[src/hdl/cst_pkg.sv]
// Shared types, constants and keyword tables for the C subset tokenizer.
// Used by the controller, the datapath and the top level; depends on nothing.
package cst_pkg;

	localparam int MAX_TOKEN_LEN_DEF = 32;

	localparam int CHAR_W = 8;
	localparam int KIND_W = 5;
	localparam int IDX_W  = 5;
	localparam int NUM_KW = 5;

	localparam logic [KIND_W-1:0] K_ADDSUB   = 5'd0;
	localparam logic [KIND_W-1:0] K_MULDIV   = 5'd1;
	localparam logic [KIND_W-1:0] K_COMPARE  = 5'd2;
	localparam logic [KIND_W-1:0] K_ASSIGN   = 5'd3;
	localparam logic [KIND_W-1:0] K_COMMA    = 5'd4;
	localparam logic [KIND_W-1:0] K_SEMI     = 5'd5;
	localparam logic [KIND_W-1:0] K_LPAREN   = 5'd6;
	localparam logic [KIND_W-1:0] K_RPAREN   = 5'd7;
	localparam logic [KIND_W-1:0] K_LBRACE   = 5'd8;
	localparam logic [KIND_W-1:0] K_RBRACE   = 5'd9;
	localparam logic [KIND_W-1:0] K_KW_FIRST = 5'd10;
	localparam logic [KIND_W-1:0] K_NUMBER   = 5'd15;
	localparam logic [KIND_W-1:0] K_IDENT    = 5'd16;
	localparam logic [KIND_W-1:0] K_INVALID  = 5'd17;
	localparam logic [KIND_W-1:0] K_BANG     = 5'd18;
	localparam logic [KIND_W-1:0] K_LONG     = 5'd19;
	localparam logic [KIND_W-1:0] K_END      = 5'd20;

	localparam logic [2:0] KW_IF     = 3'd0;
	localparam logic [2:0] KW_ELSE   = 3'd1;
	localparam logic [2:0] KW_WHILE  = 3'd2;
	localparam logic [2:0] KW_RETURN = 3'd3;
	localparam logic [2:0] KW_INT    = 3'd4;

	// Source of the item loaded into the output register.
	typedef enum logic [2:0] {
		SRC_FLUSH = 3'd0,
		SRC_PRE0  = 3'd1,
		SRC_PRE1  = 3'd2,
		SRC_TAIL  = 3'd3,
		SRC_END   = 3'd4
	} emit_src_t;

	typedef struct packed {
		logic      accept;    // capture the input item
		logic      idx_clr;   // rewind the flush index
		logic      rd_en;     // read the word buffer
		logic      rd_next;   // read index+1 and advance the index
		logic      emit;      // load the output register
		emit_src_t src;
		logic      tail_upd;  // apply the scan state update for this byte
		logic      end_upd;   // return to idle after end of input
	} cmd_t;

	typedef struct packed {
		logic       flush_go;   // a collected word must be emitted
		logic       flush_last; // the flush index is on the last character
		logic [1:0] pre_cnt;    // operator results ahead of the tail
		logic       eoi;
		logic       tail_emit;  // the tail update emits an item
		logic       out_free;   // the output register can take an item now
	} status_t;

	function automatic logic [2:0] kw_len(input logic [2:0] k);
		case (k)
			KW_IF:     return 3'd2;
			KW_ELSE:   return 3'd4;
			KW_WHILE:  return 3'd5;
			KW_RETURN: return 3'd6;
			KW_INT:    return 3'd3;
			default:   return 3'd0;
		endcase
	endfunction

	function automatic logic [7:0] kw_char(input logic [2:0] k, input logic [2:0] p);
		logic [47:0] s;
		case (k)
			KW_IF:     s = {"if", 32'h0};
			KW_ELSE:   s = {"else", 16'h0};
			KW_WHILE:  s = {"while", 8'h0};
			KW_RETURN: s = "return";
			KW_INT:    s = {"int", 24'h0};
			default:   s = '0;
		endcase
		case (p)
			3'd0:    return s[47:40];
			3'd1:    return s[39:32];
			3'd2:    return s[31:24];
			3'd3:    return s[23:16];
			3'd4:    return s[15:8];
			3'd5:    return s[7:0];
			default: return 8'h00;
		endcase
	endfunction

endpackage

[src/hdl/cst_ram.sv]
// Generic single-write, single-read RAM with registered read data.
// No dependencies.
module cst_ram #(
	parameter int WIDTH = 8,
	parameter int DEPTH = 32
) (
	input  logic                                   clk,
	input  logic                                   we,
	input  logic [((DEPTH > 1) ? $clog2(DEPTH) : 1)-1:0] waddr,
	input  logic [WIDTH-1:0]                       wdata,
	input  logic                                   re,
	input  logic [((DEPTH > 1) ? $clog2(DEPTH) : 1)-1:0] raddr,
	output logic [WIDTH-1:0]                       rdata
);

	logic [WIDTH-1:0] mem_q [DEPTH];
	logic [WIDTH-1:0] rdata_q;

	always_ff @(posedge clk) begin
		if (we) begin
			mem_q[waddr] <= wdata;
		end
		if (re) begin
			rdata_q <= mem_q[raddr];
		end
	end

	assign rdata = rdata_q;

endmodule

[src/hdl/cst_ctrl.sv]
// Controller of the tokenizer: sequences word flush, operator results, the scan
// update and the end marker for each item. Depends on cst_pkg.
module cst_ctrl (
	input  logic             clk,
	input  logic             arst_n,
	input  logic             src_valid,
	output logic             src_stall,
	input  cst_pkg::status_t st,
	output cst_pkg::cmd_t    cmd
);
	import cst_pkg::*;

	typedef enum logic [7:0] {
		ST_IDLE   = 8'b0000_0001,
		ST_EVAL   = 8'b0000_0010,
		ST_FL_RD  = 8'b0000_0100,
		ST_FL_OUT = 8'b0000_1000,
		ST_PRE0   = 8'b0001_0000,
		ST_PRE1   = 8'b0010_0000,
		ST_TAIL   = 8'b0100_0000,
		ST_END    = 8'b1000_0000
	} state_t;

	state_t state_q, state_n;
	state_t after_pre;
	state_t after_flush;

	always_comb begin
		after_pre   = st.eoi ? ST_END : ST_TAIL;
		after_flush = (st.pre_cnt != 2'd0) ? ST_PRE0 : after_pre;
	end

	always_comb begin
		state_n = state_q;
		cmd     = '0;
		cmd.src = SRC_END;
		case (state_q)
			ST_IDLE: begin
				cmd.accept = src_valid;
				if (src_valid) state_n = ST_EVAL;
			end
			ST_EVAL: begin
				cmd.idx_clr = 1'b1;
				state_n = st.flush_go ? ST_FL_RD : after_flush;
			end
			ST_FL_RD: begin
				cmd.rd_en = 1'b1;
				state_n = ST_FL_OUT;
			end
			ST_FL_OUT: begin
				if (st.out_free) begin
					cmd.emit = 1'b1;
					cmd.src  = SRC_FLUSH;
					if (st.flush_last) begin
						state_n = after_flush;
					end else begin
						// fetch the next character while this one goes out
						cmd.rd_en   = 1'b1;
						cmd.rd_next = 1'b1;
					end
				end
			end
			ST_PRE0: begin
				if (st.out_free) begin
					cmd.emit = 1'b1;
					cmd.src  = SRC_PRE0;
					state_n  = (st.pre_cnt == 2'd2) ? ST_PRE1 : after_pre;
				end
			end
			ST_PRE1: begin
				if (st.out_free) begin
					cmd.emit = 1'b1;
					cmd.src  = SRC_PRE1;
					state_n  = after_pre;
				end
			end
			ST_TAIL: begin
				if (!st.tail_emit || st.out_free) begin
					cmd.tail_upd = 1'b1;
					cmd.emit     = st.tail_emit;
					cmd.src      = SRC_TAIL;
					state_n      = ST_IDLE;
				end
			end
			ST_END: begin
				if (st.out_free) begin
					cmd.emit    = 1'b1;
					cmd.src     = SRC_END;
					cmd.end_upd = 1'b1;
					state_n     = ST_IDLE;
				end
			end
			default: begin
				state_n = ST_IDLE;
			end
		endcase
	end

	always_ff @(posedge clk or negedge arst_n) begin
		if (!arst_n) begin
			state_q <= ST_IDLE;
		end else begin
			state_q <= state_n;
		end
	end

	assign src_stall = (state_q != ST_IDLE);

	a_next_not_past_last: assert property (@(posedge clk) disable iff (!arst_n)
		cmd.rd_next |-> !st.flush_last)
		else $error("flush read beyond the word");

	a_flush_has_emit: assert property (@(posedge clk) disable iff (!arst_n)
		(state_q == ST_FL_RD) |=> (state_q == ST_FL_OUT))
		else $error("flush read not followed by output");

	a_tail_once: assert property (@(posedge clk) disable iff (!arst_n)
		cmd.tail_upd |=> (state_q == ST_IDLE) && !cmd.tail_upd)
		else $error("scan update not followed by idle");

endmodule

[src/hdl/cst_dp.sv]
// Datapath of the tokenizer: scan state, keyword match flags, word buffer RAM
// and the output register. Depends on cst_pkg and cst_ram.
module cst_dp #(
	parameter int MAX_TOKEN_LEN = cst_pkg::MAX_TOKEN_LEN_DEF
) (
	input  logic                       clk,
	input  logic                       arst_n,
	input  logic [cst_pkg::CHAR_W-1:0] in_char,
	input  logic                       end_of_input,
	input  cst_pkg::cmd_t              cmd,
	output cst_pkg::status_t           st,
	input  logic                       tok_stall,
	output logic                       tok_valid,
	output logic [cst_pkg::CHAR_W-1:0] token_char,
	output logic [cst_pkg::KIND_W-1:0] token_kind,
	output logic [cst_pkg::IDX_W-1:0]  char_index,
	output logic                       last
);
	import cst_pkg::*;

	localparam int WORD_LIMIT = ((MAX_TOKEN_LEN - 1) < 31) ? (MAX_TOKEN_LEN - 1) : 31;
	localparam int AW = $clog2(WORD_LIMIT);
	localparam int LW = $clog2(WORD_LIMIT + 1);

	localparam logic [7:0] CH_SLASH = "/";
	localparam logic [7:0] CH_STAR  = "*";
	localparam logic [7:0] CH_EQ    = "=";
	localparam logic [7:0] CH_BANG  = "!";
	localparam logic [7:0] CH_LT    = "<";
	localparam logic [7:0] CH_GT    = ">";
	localparam logic [7:0] CH_PLUS  = "+";
	localparam logic [7:0] CH_MINUS = "-";
	localparam logic [7:0] CH_PCT   = "%";
	localparam logic [7:0] CH_COMMA = ",";
	localparam logic [7:0] CH_SEMI  = ";";
	localparam logic [7:0] CH_LPAR  = "(";
	localparam logic [7:0] CH_RPAR  = ")";
	localparam logic [7:0] CH_LBR   = "{";
	localparam logic [7:0] CH_RBR   = "}";
	localparam logic [7:0] CH_UNDER = "_";
	localparam logic [7:0] CH_NL    = 8'h0A;

	typedef enum logic [7:0] {
		M_IDLE   = 8'b0000_0001,
		M_NUMBER = 8'b0000_0010,
		M_IDENT  = 8'b0000_0100,
		M_HELD   = 8'b0000_1000,
		M_SLASH  = 8'b0001_0000,
		M_LINE   = 8'b0010_0000,
		M_BLOCK  = 8'b0100_0000,
		M_STAR   = 8'b1000_0000
	} mode_t;

	function automatic logic is_digit(input logic [7:0] c);
		return (c >= "0") && (c <= "9");
	endfunction

	function automatic logic is_alpha(input logic [7:0] c);
		return ((c >= "a") && (c <= "z")) || ((c >= "A") && (c <= "Z"));
	endfunction

	function automatic logic is_space(input logic [7:0] c);
		return (c == " ") || ((c >= 8'd9) && (c <= 8'd13));
	endfunction

	mode_t             mode_q, mode_n;
	logic [7:0]        held_q, held_n;
	logic [LW-1:0]     len_q, len_n;
	logic              ovf_q, ovf_n;
	logic [NUM_KW-1:0] kw_q, kw_n;
	logic [7:0]        char_q;
	logic              eoi_q;
	logic [AW-1:0]     idx_q;

	logic              tok_valid_q;
	logic [7:0]        tok_char_q;
	logic [KIND_W-1:0] tok_kind_q;
	logic [IDX_W-1:0]  tok_idx_q;
	logic              tok_last_q;

	logic              out_free;
	logic              flush_last;
	logic [KIND_W-1:0] word_kind;
	logic [7:0]        rdata;
	logic [AW-1:0]     raddr;

	logic              we;
	logic [AW-1:0]     waddr;
	logic              t_emit;
	logic [7:0]        t_char;
	logic [KIND_W-1:0] t_kind;
	logic              do_app;
	logic              do_start;
	logic [NUM_KW-1:0] kw_base;
	logic [LW-1:0]     kw_pos;

	logic [7:0]        e_char;
	logic [KIND_W-1:0] e_kind;
	logic [IDX_W-1:0]  e_idx;
	logic              e_last;

	logic [7:0]        p0_char;
	logic [KIND_W-1:0] p0_kind;
	logic              p0_last;
	logic              held_pair;
	logic              word_mode;
	logic              word_cont;
	logic [1:0]        pre_cnt;

	// Capture the item.
	always_ff @(posedge clk) begin
		if (cmd.accept) begin
			char_q <= in_char;
			eoi_q  <= end_of_input;
		end
	end

	// Flush index.
	always_ff @(posedge clk or negedge arst_n) begin
		if (!arst_n) begin
			idx_q <= '0;
		end else if (cmd.idx_clr) begin
			idx_q <= '0;
		end else if (cmd.rd_next) begin
			idx_q <= idx_q + AW'(1);
		end
	end

	assign raddr = cmd.rd_next ? (idx_q + AW'(1)) : idx_q;

	// Write the buffer only with the scan update, after any flush has read it.
	cst_ram #(
		.WIDTH(CHAR_W),
		.DEPTH(WORD_LIMIT)
	) u_word_buf (
		.clk   (clk),
		.we    (we && cmd.tail_upd),
		.waddr (waddr),
		.wdata (char_q),
		.re    (cmd.rd_en),
		.raddr (raddr),
		.rdata (rdata)
	);

	assign word_mode  = (mode_q == M_NUMBER) || (mode_q == M_IDENT);
	assign word_cont  = ((mode_q == M_NUMBER) && is_digit(char_q)) ||
		((mode_q == M_IDENT) &&
		(is_alpha(char_q) || is_digit(char_q) || (char_q == CH_UNDER)));
	assign flush_last = ((LW'(idx_q) + LW'(1)) == len_q);
	assign held_pair  = (mode_q == M_HELD) && !eoi_q && (char_q == CH_EQ);

	// Kind of the collected word; keywords are tracked as the word is built.
	always_comb begin
		word_kind = (mode_q == M_IDENT) ? K_IDENT : K_NUMBER;
		if (mode_q == M_IDENT) begin
			for (int i = 0; i < NUM_KW; i++) begin
				if (kw_q[i] && (len_q == LW'(kw_len(3'(i))))) begin
					word_kind = KIND_W'(K_KW_FIRST + i);
				end
			end
		end
	end

	// Held operator or slash results that come before the tail.
	always_comb begin
		p0_char = held_q;
		p0_last = 1'b1;
		if (mode_q == M_SLASH) begin
			p0_char = CH_SLASH;
			p0_kind = K_MULDIV;
		end else if (held_pair) begin
			p0_kind = K_COMPARE;
			p0_last = 1'b0;
		end else if (held_q == CH_EQ) begin
			p0_kind = K_ASSIGN;
		end else if (held_q == CH_BANG) begin
			p0_kind = K_BANG;
		end else begin
			p0_kind = K_COMPARE;
		end
	end

	always_comb begin
		pre_cnt = 2'd0;
		if (mode_q == M_HELD) begin
			pre_cnt = held_pair ? 2'd2 : 2'd1;
		end else if (mode_q == M_SLASH) begin
			if (eoi_q || ((char_q != CH_SLASH) && (char_q != CH_STAR))) begin
				pre_cnt = 2'd1;
			end
		end
	end

	// Scan state update for the current byte (not end of input).
	always_comb begin
		mode_n   = mode_q;
		held_n   = held_q;
		len_n    = len_q;
		ovf_n    = ovf_q;
		kw_n     = kw_q;
		we       = 1'b0;
		waddr    = len_q[AW-1:0];
		t_emit   = 1'b0;
		t_char   = char_q;
		t_kind   = K_INVALID;
		do_app   = 1'b0;
		do_start = 1'b0;
		kw_base  = kw_q;
		kw_pos   = len_q;
		case (mode_q)
			M_NUMBER, M_IDENT: begin
				if (word_cont) do_app = 1'b1;
				else do_start = 1'b1;
			end
			M_HELD: begin
				if (char_q == CH_EQ) begin
					mode_n = M_IDLE;
					held_n = 8'h00;
				end else begin
					do_start = 1'b1;
				end
			end
			M_SLASH: begin
				if (char_q == CH_SLASH) mode_n = M_LINE;
				else if (char_q == CH_STAR) mode_n = M_BLOCK;
				else do_start = 1'b1;
			end
			M_LINE: begin
				if (char_q == CH_NL) mode_n = M_IDLE;
			end
			M_BLOCK: begin
				if (char_q == CH_STAR) mode_n = M_STAR;
			end
			M_STAR: begin
				if (char_q == CH_SLASH) mode_n = M_IDLE;
				else if (char_q != CH_STAR) mode_n = M_BLOCK;
			end
			default: begin
				do_start = 1'b1;
			end
		endcase

		if (do_start) begin
			mode_n  = M_IDLE;
			held_n  = 8'h00;
			len_n   = '0;
			ovf_n   = 1'b0;
			kw_base = '1;
			kw_pos  = '0;
			if (is_space(char_q)) begin
				mode_n = M_IDLE;
			end else if (char_q == CH_SLASH) begin
				mode_n = M_SLASH;
			end else if ((char_q == CH_EQ) || (char_q == CH_BANG) ||
				(char_q == CH_LT) || (char_q == CH_GT)) begin
				held_n = char_q;
				mode_n = M_HELD;
			end else if ((char_q == CH_PLUS) || (char_q == CH_MINUS)) begin
				t_emit = 1'b1;
				t_kind = K_ADDSUB;
			end else if ((char_q == CH_STAR) || (char_q == CH_PCT)) begin
				t_emit = 1'b1;
				t_kind = K_MULDIV;
			end else if (char_q == CH_COMMA) begin
				t_emit = 1'b1;
				t_kind = K_COMMA;
			end else if (char_q == CH_SEMI) begin
				t_emit = 1'b1;
				t_kind = K_SEMI;
			end else if (char_q == CH_LPAR) begin
				t_emit = 1'b1;
				t_kind = K_LPAREN;
			end else if (char_q == CH_RPAR) begin
				t_emit = 1'b1;
				t_kind = K_RPAREN;
			end else if (char_q == CH_LBR) begin
				t_emit = 1'b1;
				t_kind = K_LBRACE;
			end else if (char_q == CH_RBR) begin
				t_emit = 1'b1;
				t_kind = K_RBRACE;
			end else if (is_digit(char_q)) begin
				mode_n = M_NUMBER;
				do_app = 1'b1;
			end else if (is_alpha(char_q) || (char_q == CH_UNDER)) begin
				mode_n = M_IDENT;
				do_app = 1'b1;
			end else begin
				t_emit = 1'b1;
				t_kind = K_INVALID;
			end
		end

		if (do_app) begin
			if (do_start || !ovf_q) begin
				if (kw_pos < LW'(WORD_LIMIT)) begin
					we    = 1'b1;
					waddr = kw_pos[AW-1:0];
					len_n = kw_pos + LW'(1);
					for (int i = 0; i < NUM_KW; i++) begin
						kw_n[i] = kw_base[i] && (kw_pos < LW'(kw_len(3'(i)))) &&
							(char_q == kw_char(3'(i), kw_pos[2:0]));
					end
				end else begin
					// drop the word and report it once
					ovf_n  = 1'b1;
					t_emit = 1'b1;
					t_char = 8'h00;
					t_kind = K_LONG;
				end
			end
		end
	end

	always_ff @(posedge clk or negedge arst_n) begin
		if (!arst_n) begin
			mode_q <= M_IDLE;
			held_q <= 8'h00;
			len_q  <= '0;
			ovf_q  <= 1'b0;
			kw_q   <= '0;
		end else if (cmd.end_upd) begin
			mode_q <= M_IDLE;
			held_q <= 8'h00;
			len_q  <= '0;
			ovf_q  <= 1'b0;
			kw_q   <= '0;
		end else if (cmd.tail_upd) begin
			mode_q <= mode_n;
			held_q <= held_n;
			len_q  <= len_n;
			ovf_q  <= ovf_n;
			kw_q   <= kw_n;
		end
	end

	// Output register.
	always_comb begin
		case (cmd.src)
			SRC_FLUSH: begin
				e_char = rdata;
				e_kind = word_kind;
				e_idx  = IDX_W'(idx_q);
				e_last = flush_last;
			end
			SRC_PRE0: begin
				e_char = p0_char;
				e_kind = p0_kind;
				e_idx  = '0;
				e_last = p0_last;
			end
			SRC_PRE1: begin
				e_char = CH_EQ;
				e_kind = K_COMPARE;
				e_idx  = IDX_W'(1);
				e_last = 1'b1;
			end
			SRC_TAIL: begin
				e_char = t_char;
				e_kind = t_kind;
				e_idx  = '0;
				e_last = 1'b1;
			end
			default: begin
				e_char = 8'h00;
				e_kind = K_END;
				e_idx  = '0;
				e_last = 1'b1;
			end
		endcase
	end

	assign out_free = !tok_valid_q || !tok_stall;

	always_ff @(posedge clk or negedge arst_n) begin
		if (!arst_n) begin
			tok_valid_q <= 1'b0;
		end else if (cmd.emit) begin
			tok_valid_q <= 1'b1;
		end else if (!tok_stall) begin
			tok_valid_q <= 1'b0;
		end
	end

	always_ff @(posedge clk) begin
		if (cmd.emit) begin
			tok_char_q <= e_char;
			tok_kind_q <= e_kind;
			tok_idx_q  <= e_idx;
			tok_last_q <= e_last;
		end
	end

	assign tok_valid  = tok_valid_q;
	assign token_char = tok_char_q;
	assign token_kind = tok_kind_q;
	assign char_index = tok_idx_q;
	assign last       = tok_last_q;

	always_comb begin
		st.flush_go   = word_mode && !ovf_q && (len_q != '0) && (eoi_q || !word_cont);
		st.flush_last = flush_last;
		st.pre_cnt    = pre_cnt;
		st.eoi        = eoi_q;
		st.tail_emit  = t_emit;
		st.out_free   = out_free;
	end

	a_len_bound: assert property (@(posedge clk) disable iff (!arst_n)
		len_q <= LW'(WORD_LIMIT))
		else $error("word length past the limit");

	a_held_mode: assert property (@(posedge clk) disable iff (!arst_n)
		(mode_q == M_HELD) == (held_q != 8'h00))
		else $error("held operator out of step with scan mode");

	a_ovf_word: assert property (@(posedge clk) disable iff (!arst_n)
		ovf_q |-> ((mode_q == M_NUMBER) || (mode_q == M_IDENT)))
		else $error("overflow flag outside a word");

	a_emit_free: assert property (@(posedge clk) disable iff (!arst_n)
		cmd.emit |-> out_free)
		else $error("item loaded over a waiting item");

endmodule

[src/hdl/c_subset_tokenizer_top.sv]
// Top level of the C subset tokenizer: controller and datapath.
// Depends on cst_pkg, cst_ctrl, cst_dp (and cst_ram through cst_dp).
//
//  channel | handshake            | payload
//  --------+----------------------+-----------------------------------------
//  source  | src_valid, src_stall | in_char, end_of_input
//  token   | tok_valid, tok_stall | token_char, token_kind, char_index, last
//
// A byte that emits nothing or one item passes capture, decode and scan update.
// Closing a word first reads one character ahead from the word buffer RAM, then
// sends one character per cycle while the output register is free; each held
// operator or slash item adds a step. An output stall holds the emitting steps.
// The source is stalled while an item is in work; reset returns to idle.
module c_subset_tokenizer_top #(
	parameter int MAX_TOKEN_LEN = cst_pkg::MAX_TOKEN_LEN_DEF
) (
	input  logic                       clk,
	input  logic                       arst_n,
	input  logic                       src_valid,
	output logic                       src_stall,
	input  logic [cst_pkg::CHAR_W-1:0] in_char,
	input  logic                       end_of_input,
	output logic                       tok_valid,
	input  logic                       tok_stall,
	output logic [cst_pkg::CHAR_W-1:0] token_char,
	output logic [cst_pkg::KIND_W-1:0] token_kind,
	output logic [cst_pkg::IDX_W-1:0]  char_index,
	output logic                       last
);
	import cst_pkg::*;

	cmd_t    cmd;
	status_t st;

	cst_ctrl u_ctrl (
		.clk       (clk),
		.arst_n    (arst_n),
		.src_valid (src_valid),
		.src_stall (src_stall),
		.st        (st),
		.cmd       (cmd)
	);

	cst_dp #(
		.MAX_TOKEN_LEN(MAX_TOKEN_LEN)
	) u_dp (
		.clk          (clk),
		.arst_n       (arst_n),
		.in_char      (in_char),
		.end_of_input (end_of_input),
		.cmd          (cmd),
		.st           (st),
		.tok_stall    (tok_stall),
		.tok_valid    (tok_valid),
		.token_char   (token_char),
		.token_kind   (token_kind),
		.char_index   (char_index),
		.last         (last)
	);

endmodule

[config.mk]
export PLATFORM = sky130hd
export DESIGN_NAME = c_subset_tokenizer_top
export DESIGN_NICKNAME = d
export VERILOG_FILES = /design/src/hdl/cst_pkg.sv /design/src/hdl/cst_ram.sv /design/src/hdl/cst_ctrl.sv /design/src/hdl/cst_dp.sv /design/src/hdl/c_subset_tokenizer_top.sv
export SDC_FILE = /design/constraint.sdc
export NUM_CORES = 1
export LEC_CHECK = 0
export BUFFER_PORTS_ARGS = -buffer_cell sky130_fd_sc_hd__buf_2
export CORE_UTILIZATION = 35
export DETAILED_ROUTE_END_ITERATION = 16
export SKIP_LAST_GASP = 1
export SLEW_MARGIN = 20
export SYNTH_ARGS = -nofsm -noshare
export SYNTH_HDL_FRONTEND = slang
export SYNTH_SLANG_ARGS = --single-unit
export TNS_END_PERCENT = 5
[constraint.sdc]
create_clock -name clk -period 10 [get_ports clk]
set_input_delay 1.5 -clock clk [delete_from_list [all_inputs] [get_ports clk]]
set_output_delay 1.5 -clock clk [all_outputs]
set_load 0.02 [all_outputs]
# == Word level (Yosys, flattened, before mapping) ==
# Memories as Yosys holds them, arrays and structs flattened. A register that Yosys moved wholly into a read port is not among the register bits.
# Index checks and enable logic that the tools add are counted.
# classes
muxes,206
eq_ne,71
div,0
add_sub_neg,2
shifts,0
reduce_logical,70
bitwise,0
order_cmp,14
mul,0
# op_table
operator,n
two-way mux 8 bit,60
two-way mux 5 bit,44
"== test 8 x 6 -> 1 bit, second input constant",18
case mux 7 bit (5 select lines),2
case mux 8 bit (8 select lines),1
two-way mux 3 bit,21
two-way mux 1 bit,59
case mux 7 bit (3 select lines),2
"== test 8 x 7 -> 1 bit, second input constant",5
== test 8 bit,5
case mux 8 bit (5 select lines),1
case mux 8 bit (4 select lines),1
logical AND 1 bit,28
== test 5 x 3 -> 1 bit,5
less-than comparator 5 x 3 -> 1 bit,5
"== test 8 x 4 -> 1 bit, second input constant",3
case mux 4 bit (5 select lines),1
case mux 5 bit (4 select lines),1
logical OR 1 bit,17
"== test 8 x 2 -> 1 bit, second input constant",2
"== test 8 x 3 -> 1 bit, second input constant",2
"== test 8 x 5 -> 1 bit, second input constant",2
"== test 8 bit, second input constant",2
">= comparator 8 x 7 -> 1 bit, second input constant",2
39 further kinds,74
# word_totals
out_inout_bits,21
memories,1
mem_bits_ro,0
ramBits,248
latch_bits,0
input_bits,13
reg_bits,69
wordCells,378
# memory_table
memory,words,word_bits,rd,rd_ports_with_merged_regs,wr,line,rtl
u_dp.u_word_buf.mem_q,31,8,1,1,1,cst_ram.sv:16,logic [WIDTH-1:0] mem_q [DEPTH];

# == Logic depth before layout (Yosys ltp) ==
# Gate-level depths: netlist (run 1).
# logic_depth
ltp_word,32
mapped_depth,18
mapped_depth_nobuf,14

# == Cells and area by module ==
# A second synthesis (run 1) with hierarchy kept.
# unflattened
hier_cells,1165
area_unflattened_um2,15443.6
# by_module_without_submodules
module,cells_per_inst,area_each_um2,instances
cst_ram,522,10074.7,1
cst_dp,556,4613.2,1
cst_ctrl,87,755.7,1

# == Least setup slack after synthesis (run 1) ==
# Ideal clock, no wire load.
# synth_path
path_kind,register to register
start,reg u_dp.char_q[4]
end,reg u_dp.kw_q[2]
synth_period_minus_slack_ns,3.908
path_stages_with_launch,16
setup_slack_ns,6.092
required_ns,9.879
n_path_buf,3
arrival_time_ns,3.787
path_cell_list,edfxtp_1 > buf_6 > or4b_4 > a211o_1 > a22oi_2 > o211a_4 > clkbuf_1 > nand2_1 > inv_1 > ha_1 > clkbuf_1 > a21oi_1 > o221ai_1 > a21oi_1 > a31o_2 > a22o_1
# synth_between
elab_chain_cells,30
elab_cells_between_ends,111
# synth_rtl
element,line,rtl
from (decl),cst_dp.sv:71,logic [7:0] char_q;
from (signal assigned),cst_dp.sv:113,char_q <= in_char;
>= comparator 8 x 7 -> 1 bit / less-or-equal comparator 8 x 7 -> 1 bit (equally long branches),cst_dp.sv:59,"return ((c >= ""a"") && (c <= ""z"")) || ((c >= ""A"") && (c <= ""Z""));"
logical AND 1 bit,cst_dp.sv:59,
logical OR 1 bit,cst_dp.sv:59,
logical OR 1 bit (2 in series),cst_dp.sv:148,(is_alpha(char_q) || is_digit(char_q) || (char_q == CH_UNDER)));
logical AND 1 bit,cst_dp.sv:147,((mode_q == M_IDENT) &&
logical OR 1 bit,cst_dp.sv:146,assign word_cont = ((mode_q == M_NUMBER) && is_digit(char_q)) ||
two-way mux 1 bit,cst_dp.sv:212,if (word_cont) do_app = 1'b1;
two-way mux 1 bit,cst_dp.sv:210,case (mode_q)
(+13 left out),--,
two-way mux 1 bit,cst_dp.sv:243,if (do_start) begin
two-way mux 1 bit,cst_dp.sv:294,if (do_app) begin
zero test 1 bit,cst_ctrl.sv:78,if (!st.tail_emit || st.out_free) begin
logical OR 1 bit,cst_ctrl.sv:78,
two-way mux 5 bit,cst_ctrl.sv:78,
two-way mux 1 bit,cst_ctrl.sv:37,case (state_q)
nonzero test 2 bit (no source line),--,
AND reduction 4 bit (no source line),--,
to (signal assigned),cst_dp.sv:333,kw_q <= kw_n;
to (decl),cst_dp.sv:70,"logic [NUM_KW-1:0] kw_q, kw_n;"
# Several ways; a longest one is shown, not always the timed one. The select of a mux whose other input is x is not followed.
# A chain may end at the register's enable or synchronous reset.

# == Worst setup path in the final report (run 1) ==
# layout_path
start,reg u_dp.idx_q[1]
end,"reg u_dp.u_word_buf.rdata_q[6], in the netlist u_dp.u_word_buf.rdata[6], read port of u_dp.u_word_buf.mem_q (data pin)"
# layout_between
elab_chain_cells,6
elab_cells_between_ends,7
# layout_rtl
element,line,rtl
from (decl),cst_dp.sv:73,logic [AW-1:0] idx_q;
from (signal assigned),cst_dp.sv:125,idx_q <= idx_q + AW'(1);
adder 5 x 1 -> 5 bit,"cst_dp.sv:129, cst_dp.sv:149",
== test 5 bit,cst_dp.sv:149,assign flush_last = ((LW'(idx_q) + LW'(1)) == len_q);
two-way mux 2 bit,cst_ctrl.sv:54,if (st.flush_last) begin
two-way mux 6 bit,cst_ctrl.sv:51,if (st.out_free) begin
two-way mux 1 bit,cst_ctrl.sv:37,
two-way mux 5 bit,cst_dp.sv:129,assign raddr = cmd.rd_next ? (idx_q + AW'(1)) : idx_q;
to (decl),cst_ram.sv:17,logic [WIDTH-1:0] rdata_q;
# Several ways; a longest one is shown, not always the timed one.

==> results of run 1 <==
## how the worst min path moves through the flow
stage          slack, ns        endpoint  depth (start not counted)      startpoint
5_1_grt             0.55  u_dp.held_q[0]                          2  u_dp.held_q[0]
3_5_place_dp        0.49    u_dp.kw_q[0]                          2    u_dp.kw_q[0]
3_3_place_gp        0.48    u_dp.kw_q[0]                          2    u_dp.kw_q[0]
4_1_cts             0.50    u_dp.kw_q[0]                          2    u_dp.kw_q[0]
2_1_floorplan       0.46    u_dp.kw_q[0]                          2    u_dp.kw_q[0]
6_report            0.50    u_dp.kw_q[0]                          2    u_dp.kw_q[0]
## cells by family after synthesis
| logic type | after synthesis | share of synthesized area (%) |
|---|---|---|
| AND/OR/NAND/NOR | 514 | 15.9 |
| adder cells (fa/ha/maj) | 6 | 0.491 |
| AO/OA/AOI/OAI | 240 | 10.8 |
| flip-flops | 325 | 62.4 |
| XOR/XNOR | 22 | 1.31 |
| multiplexers | 77 | 6.37 |
| buffers and inverters | 99 | 2.69 |
## cells in the final DEF (no fill, tap or decap), types with 5 or more instances in the layout
| cell type | n |
|---|---|
| sky130_fd_sc_hd__clkinv_1 | 7 |
| sky130_fd_sc_hd__nor3_1 | 26 |
| sky130_fd_sc_hd__a311oi_1 | 16 |
| sky130_fd_sc_hd__o221ai_1 | 7 |
| sky130_fd_sc_hd__nor2_1 | 92 |
| sky130_fd_sc_hd__a21o_1 | 6 |
| sky130_fd_sc_hd__a211oi_1 | 6 |
| sky130_fd_sc_hd__xnor2_1 | 13 |
| sky130_fd_sc_hd__o21ai_0 | 37 |
| sky130_fd_sc_hd__nand2b_1 | 18 |
| sky130_fd_sc_hd__nand3_1 | 84 |
| sky130_fd_sc_hd__o211ai_1 | 5 |
| sky130_fd_sc_hd__buf_2 | 32 |
| sky130_fd_sc_hd__nand4_1 | 20 |
| sky130_fd_sc_hd__edfxtp_1 | 284 |
| sky130_fd_sc_hd__dfrtp_1 | 38 |
| sky130_fd_sc_hd__clkbuf_16 | 37 |
| sky130_fd_sc_hd__and3_1 | 6 |
| sky130_fd_sc_hd__nor2b_1 | 12 |
| sky130_fd_sc_hd__o2111ai_1 | 6 |
| sky130_fd_sc_hd__xor2_1 | 7 |
| sky130_fd_sc_hd__a22oi_1 | 14 |
| sky130_fd_sc_hd__clkbuf_1 | 8 |
| sky130_fd_sc_hd__nand2_1 | 193 |
| sky130_fd_sc_hd__ha_1 | 6 |
| sky130_fd_sc_hd__inv_1 | 24 |
| sky130_fd_sc_hd__a21oi_1 | 55 |
| sky130_fd_sc_hd__and2_1 | 12 |
| sky130_fd_sc_hd__a32oi_1 | 18 |
| sky130_fd_sc_hd__a31oi_1 | 15 |
| sky130_fd_sc_hd__o31ai_1 | 8 |
| sky130_fd_sc_hd__mux4_2 | 16 |
| sky130_fd_sc_hd__o22ai_1 | 12 |
| sky130_fd_sc_hd__or3_1 | 8 |
| sky130_fd_sc_hd__mux2i_1 | 58 |
| sky130_fd_sc_hd__nor4_1 | 11 |
| sky130_fd_sc_hd__buf_4 | 23 |
## per-layer routing
metal | wire length, µm | up-vias | global-route usage [%]
met4 | 1290 | 0 | 6.22
li1 | - | 4916 | -
met2 | 18700 | 434 | 28.7
met5 | 0 | - | 0
met1 | 18600 | 5298 | 27.1
met3 | 2750 | 86 | 2.68
## worst register-to-register path: cells and delay by family, from the launching register on
family / cells / cell delay (ns)
flip-flops: 1 / 0.85
AO/OA/AOI/OAI: 6 / 1.71
adder cells (fa/ha/maj): 1 / 0.47
buffers and inverters: 1 / 0.23
AND/OR/NAND/NOR: 3 / 1.17
## flip-flops by register name, summed over array words and instances, names as in the netlist, 8 cells and up
| name | flops |
|---|---|
| u_dp.held_q | 8 |
| u_ctrl.state_q | 8 |
| u_dp.u_word_buf.rdata | 8 |
| u_dp.token_char | 8 |
| u_dp.mode_q | 8 |
| u_dp.u_word_buf.mem_q | 248 |
| u_dp.char_q | 8 |
## layout make-up
cell class                      instances  area share (%)
Sequential cell                       325            55.5
Multi-Input combinational cell        859            31.2
Clock buffer                           45            5.55
Tap cell                              585            4.25
Timing Repair Buffer                   56            2.00
Clock inverter                         18            1.05
Inverter                               24           0.523
## report_power, final
| group | internal (mW) | total (mW) | switching [mW] |
|---|---|---|---|
| logic | 0.154 | 0.560 | 0.406 |
| clock network | 0.759 | 1.30 | 0.542 |
| registers | 1.56 | 1.59 | 0.0293 |
==> results.txt, run 1 <==
The flow ran to the end, and the final reports show no timing, DRC or antenna violations. The vias per cell is 5.61. The Yosys step of the flow raised 0 warnings. The die boundary height is 211 µm. By area the synthesized netlist is led by sky130_fd_sc_hd__edfxtp_1 56%, sky130_fd_sc_hd__dfrtp_1 6.4%, sky130_fd_sc_hd__nand2_1 4.7%, sky130_fd_sc_hd__mux2i_1 3.8%, sky130_fd_sc_hd__nand3_1 2.7%. After layout, the design draws a total of 3.45 mW.

The commonest cells after synthesis are 284 x sky130_fd_sc_hd__edfxtp_1, 193 x sky130_fd_sc_hd__nand2_1, 93 x sky130_fd_sc_hd__nor2_1. The aggregate negative setup slack came out at 0 ns. The clock edge transition at the registers on the reported setup and hold paths came out at 0.06 ns. The remaining antenna violation count came out at 0. The number of CTS-inserted buffers came out at 36. The routed wire length is 41.4 mm.

The top cell family by delay on the critical path is compound AO/OA/AOI/OAI gates. The post-cts sizing count is 0. The reg-to-reg critical path startpoint is u_dp.idx_q[1]. The final global-route overflow total is 0. The final core utilization is 40.0%. The final count of pins violating max slew is 0. The critical path endpoint is u_dp.u_word_buf.rdata[6]. The worst path buffer plus inverter count is 1. sky130_fd_sc_hd__edfxtp_1 is the most common cell in the netlist.

The maximum number of pins on one net before global-route repair is 95. Setup violations remaining at the end of the flow were counted as 0. The register area share after synthesis came out at 62.4%.

Once the clock tree was built, the setup fixing pass inserted 0 buffers. Counting flops and latches in the post-synthesis netlist gives 325. CTS built an H-tree with a depth of 2.

TritonCTS built the clock tree. The slew of the pin with the lowest slew margin is 1.05 ns. The clock tree skew after final layout came out at 0.0130 ns.

Of all flip-flops after synthesis, the portion carrying an async set or reset was 12.6%. Walking the worst path, the cells encountered are ha_1, o21ba_2, a22oi_1, o2111ai_1, nand2_1, o21ai_0, buf_4, and2_1, nand3_1, a31oi_1, a311oi_1. The maximum vdd drop came out at 127 µV.

The instance count after placement with tap cells included is 1849. The count of different cell masters after synthesis is 79. For this design the static power due to leakage is 5.90 nW. The class of the most critical hold timing path is register to register. The count of standard-cell rows came out at 76. The number of enable-type register cells in the synthesized netlist is 284. For this run, the number of standard cells in the final layout without fillers is 1912. The die boundary width came out at 211 µm.

The worst register-to-register path ends at u_dp.u_word_buf.rdata[6]. The quantity of I/O buffers inserted on ports came out at 33. The maximum fanout along the worst path is 16.

The wire length per cell is 21.6 µm. The portion of synthesized cell area occupied by the leading cell type is 55.7%. The tool flagged a number of max-cap violations equal to 0. The DRC violation count after routing came out at 0. STA classifies the critical path startpoint as a register. The buffer cell driving the clock tree root is sky130_fd_sc_hd__clkbuf_16.

Among all stages on the critical path, the largest delay is contributed by sky130_fd_sc_hd__dfrtp_1. The number of buffers between clock root and the deepest sink is 3. The first global-routing pass estimated 63.2 mm of wire. The share of post-route cells with drive strength above 1 came out at 11.5%. The final standard cell area without fillers is 17200 µm². The final estimated routing congestion in global placement came out at 0.925. The multi-input combinational cells in the finished layout cover a total of 5380 µm². The cell count after synthesis is 1283. The cell count of the worst reg-to-reg path came out at 11. The worst hold slack came out at 0.500 ns.

The final worst setup slack is 5.31 ns. The initial standard-cell utilization of the core came out at 35.5%. The per-instance average area after synthesis came out at 11.9 µm². The number of antenna violations at the first check in global routing is 0. The net count after synthesis came out at 1302. STA puts the critical path data arrival time at 4.95 ns. The number of fill cells came out at 4076. The largest incremental delay on the critical path is 0.85 ns. The placed standard-cell area is 16100 µm². The routed design could run at a clock period as short as 4.69 ns.

The clock sink count is 325. In this run the worst setup path begins at u_dp.idx_q[1]. The top flip-flop cell by instance count after synthesis is sky130_fd_sc_hd__edfxtp_1. During I/O placement, the number of pins put on the boundary was 34. The number of global-route vias before repair is 10200. The post-synthesis instance area came out at 15300 µm².

The standard cell core area came out at 43100 µm². The number of cells on the critical path came out at 11. The worst slack at placement is 5.02 ns. The highest achievable clock rate is 213 MHz. The floorplan step defined a die boundary enclosing 44600 µm².

The power density relative to cell area is 200 nW/µm². The part of the cycle the worst path needs is 46.9%. The area taken by flip-flops and latches came out at 9560 µm². The largest total area in the synthesized netlist belongs to sky130_fd_sc_hd__edfxtp_1. The violation count after the first detailed-route iteration came out at 1138. The headroom to the max-slew limit came out at 29.6%.

STA classifies the critical path endpoint as a register. The diode insertion count for antenna repair is 0. Setup repair after global routing left no endpoint under its margin. The detailed-router iteration count before antenna repair is 7. The count of final hold-check violations was 0. For this block, the via count after detailed routing is 10700.

The worst setup path is of the register to register kind. The global-route usage over all layers came out at 18.7%. The final net count came out at 1321. The worst register-to-register path has a setup slack of 5.31 ns.

The number of buffers inserted for hold repair after clock tree synthesis came out at 0. Data on the critical path is required at its endpoint by 10.26 ns. Compared with the post-synthesis result, the final layout area differs by 12.6%. The insertion delay to the later sink of the worst-skew pair came out at 0.53 ns. The HPWL after detailed placement is 26.7 mm.
No activity file was read; power rests on OpenSTA's default activity.
==> run 2: changes to the inputs <==
- clock period: 10 -> 4.6 ns (I/O delays scaled with it)
==> run 2 against run 1 <==
Net effect: combinational power increased by 120%; wire length increased by 6.0%; core utilization increased by 0.54 points; critical path type unchanged.
==> results.txt, run 2 (synthesized netlist as in run 1, its figures left out) <==
The placed standard-cell area came out at 16300 µm². The die boundary width is 211 µm. The vias after detailed routing came out at 10700.

The final worst setup slack is 0.671 ns. The number of flip-flops under the largest register name came out at 248. The worst slack at placement is 0.734 ns. The total overflow left after global routing is 0. For the pin with the worst max-slew slack, the measured transition is 1.02 ns.

STA classifies the critical path startpoint as a register. The count of final hold-check violations is 0. Leaving out fill and tap cells, the most frequent cell in the layout is sky130_fd_sc_hd__edfxtp_1. The highest achievable clock rate came out at 255 MHz. The number of top-level pins is 34. The share of post-route cells with drive strength above 1 came out at 13.4%. The smallest clock period supported by the final layout is computed as 3.93 ns. The part of the cycle the worst path needs came out at 85.4%. Across the VDD grid, the largest voltage drop is 282 µV. The number of global-route vias before repair is 10700.

The number of antenna violations at the first check in global routing came out at 5. Setup repair after global routing left no endpoint under its margin. The congestion estimate from routability-driven global placement came to 0.951.

In the layout the commonest cells are 284 x sky130_fd_sc_hd__edfxtp_1, 193 x sky130_fd_sc_hd__nand2_1, 93 x sky130_fd_sc_hd__nor2_1, 84 x sky130_fd_sc_hd__nand3_1, 58 x sky130_fd_sc_hd__mux2i_1. The global-route usage over all layers is 20.0%. The post-CTS repair timing setup buffer count came out at 0.

The die is 211 µm tall. Along the worst path, the maximum fanout reaches 52. The clock tree skew after final layout came out at 0.0294 ns. The total power is 7.46 mW. The maximum number of pins on one net before global-route repair came out at 65. After clock tree synthesis, the repair step resized 0 gates.

From synthesis to final layout, the design area changed by 14.1%. The most utilized layer in the global route result is met2. The remaining antenna violation count is 0. The first-pass GRT wire length came out at 66.1 mm. Global routing consumed, on the met1 layer, 27.4% of the routing resources. The final count of pins violating max slew came out at 0. The count of maximum capacitance violations is 0. The worst setup path is of the register to register kind. The worst endpoint data arrival time came out at 4.21 ns.

The insertion delay to the later sink of the worst-skew pair came out at 0.57 ns. The number of buffers between clock root and the deepest sink came out at 3. The routed design has 43.9 mm of wire. The HPWL after detailed placement came out at 29.3 mm. The count of standard-cell rows is 76.

The headroom to the max-slew limit came out at 31.8%. CTS built an H-tree with a depth of 2. The final standard cell area without fillers is 17500 µm². The endpoint identified for the worst register-to-register timing path is u_dp.u_word_buf.rdata[6]. The clock sink count is 325. After detailed routing, the average wire length per cell comes to 22.6 µm.

The run finished with clean final reports. Final hold analysis gives a worst-case slack of 0.138 ns. The class of the most critical hold timing path is input pin to async pin. The required arrival time at the worst endpoint is 4.88 ns. The clock edge transition at the registers on the reported setup and hold paths came out at 0.06 ns. The cell sitting at the root of the clock tree is a sky130_fd_sc_hd__clkbuf_16. The vias per cell came out at 5.54. The aggregate negative setup slack came out at 0 ns.

Counting flops per register, the top entry is u_dp.u_word_buf.mem_q. The count of final setup violators is 0. In this run, post-CTS hold repair placed 0 buffers. The detailed-router iteration count before antenna repair came out at 6. The reg-to-reg critical path startpoint is u_ctrl.state_q[5]. The CTS tree is built.

For this design the ratio of total power to cell area is 427 nW/µm². The violation count after the first detailed-route iteration is 1102. The final net count came out at 1351. STA classifies the critical path endpoint as a register.

The initial standard-cell utilization of the core came out at 35.5%. The floorplan die area is 44600 µm². The DRC violation count after routing came out at 0. The routing usage on met3 is 3.29%. The quantity of I/O buffers inserted on ports is 33. The worst setup slack for register-to-register paths is 0.67 ns. Measured in cells, the most critical reg-to-reg path has a length of 9. The number of CTS-inserted buffers is 36.

Global routing consumed, on the met2 layer, 31.4% of the routing resources. The reported leakage power is 6.06 nW. The standard cell core area is 43100 µm².
## run 2: worst max-delay path, cell delays in order, from the launching register on
cell	delay (ns)
sky130_fd_sc_hd__dfrtp_1	0.45
sky130_fd_sc_hd__nor4_2	0.60
sky130_fd_sc_hd__nand4_1	0.51
sky130_fd_sc_hd__nor2_1	0.37
sky130_fd_sc_hd__xnor2_2	0.19
sky130_fd_sc_hd__buf_12	0.31
sky130_fd_sc_hd__mux2i_1	0.28
sky130_fd_sc_hd__o22ai_1	0.17
sky130_fd_sc_hd__a311oi_1	0.61
sky130_fd_sc_hd__a311oi_1	0.10
## run 2: through the flow
stage	instances	util [%]
floorplan	1283	-
global placement	1879	37.9
detailed placement	1879	37.9
CTS	1939	40.5
global route	1939	40.5
finish	1940	40.6
## run 2: worst max path at each step
stage / to / cells past startpoint / slack (ns) / start
2_1_floorplan: u_dp.kw_q[2] / 15 / 0.69 / u_dp.char_q[4]
3_3_place_gp: u_dp.kw_q[2] / 12 / 0.79 / u_dp.char_q[4]
3_5_place_dp: u_dp.kw_q[2] / 12 / 0.73 / u_dp.mode_q[4]
4_1_cts: u_dp.kw_q[2] / 12 / 0.72 / u_dp.mode_q[4]
5_1_grt: u_dp.kw_q[2] / 12 / 0.35 / u_dp.mode_q[4]
6_report: u_dp.u_word_buf.rdata[6] / 9 / 0.67 / u_ctrl.state_q[5]
## run 2: layout make-up
cell class | instances | area (µm²)
multi-input combinational | 859 | 5370
tap | 585 | 732
antenna | 1 | 2.50
inverter | 24 | 90.1
clock inverter | 17 | 199
fill | 4048 | 25600
clock buffer | 43 | 927
timing repair buffer | 86 | 591
sequential | 325 | 9560
## run 2: report_power, final
part / leakage [nW] / total, mW / switching (mW) / internal (mW)
Sequential: 3.11 / 3.48 / 0.0890 / 3.39
Clock: 0.546 / 2.76 / 1.19 / 1.57
Combinational: 2.41 / 1.23 / 0.875 / 0.354
## run 2: layer usage
metal	up-vias	part of all wire, %
met5	-	0.062
met3	91	7.9
met1	5260	42
met4	4	3.7
li1	4952	-
met2	441	46
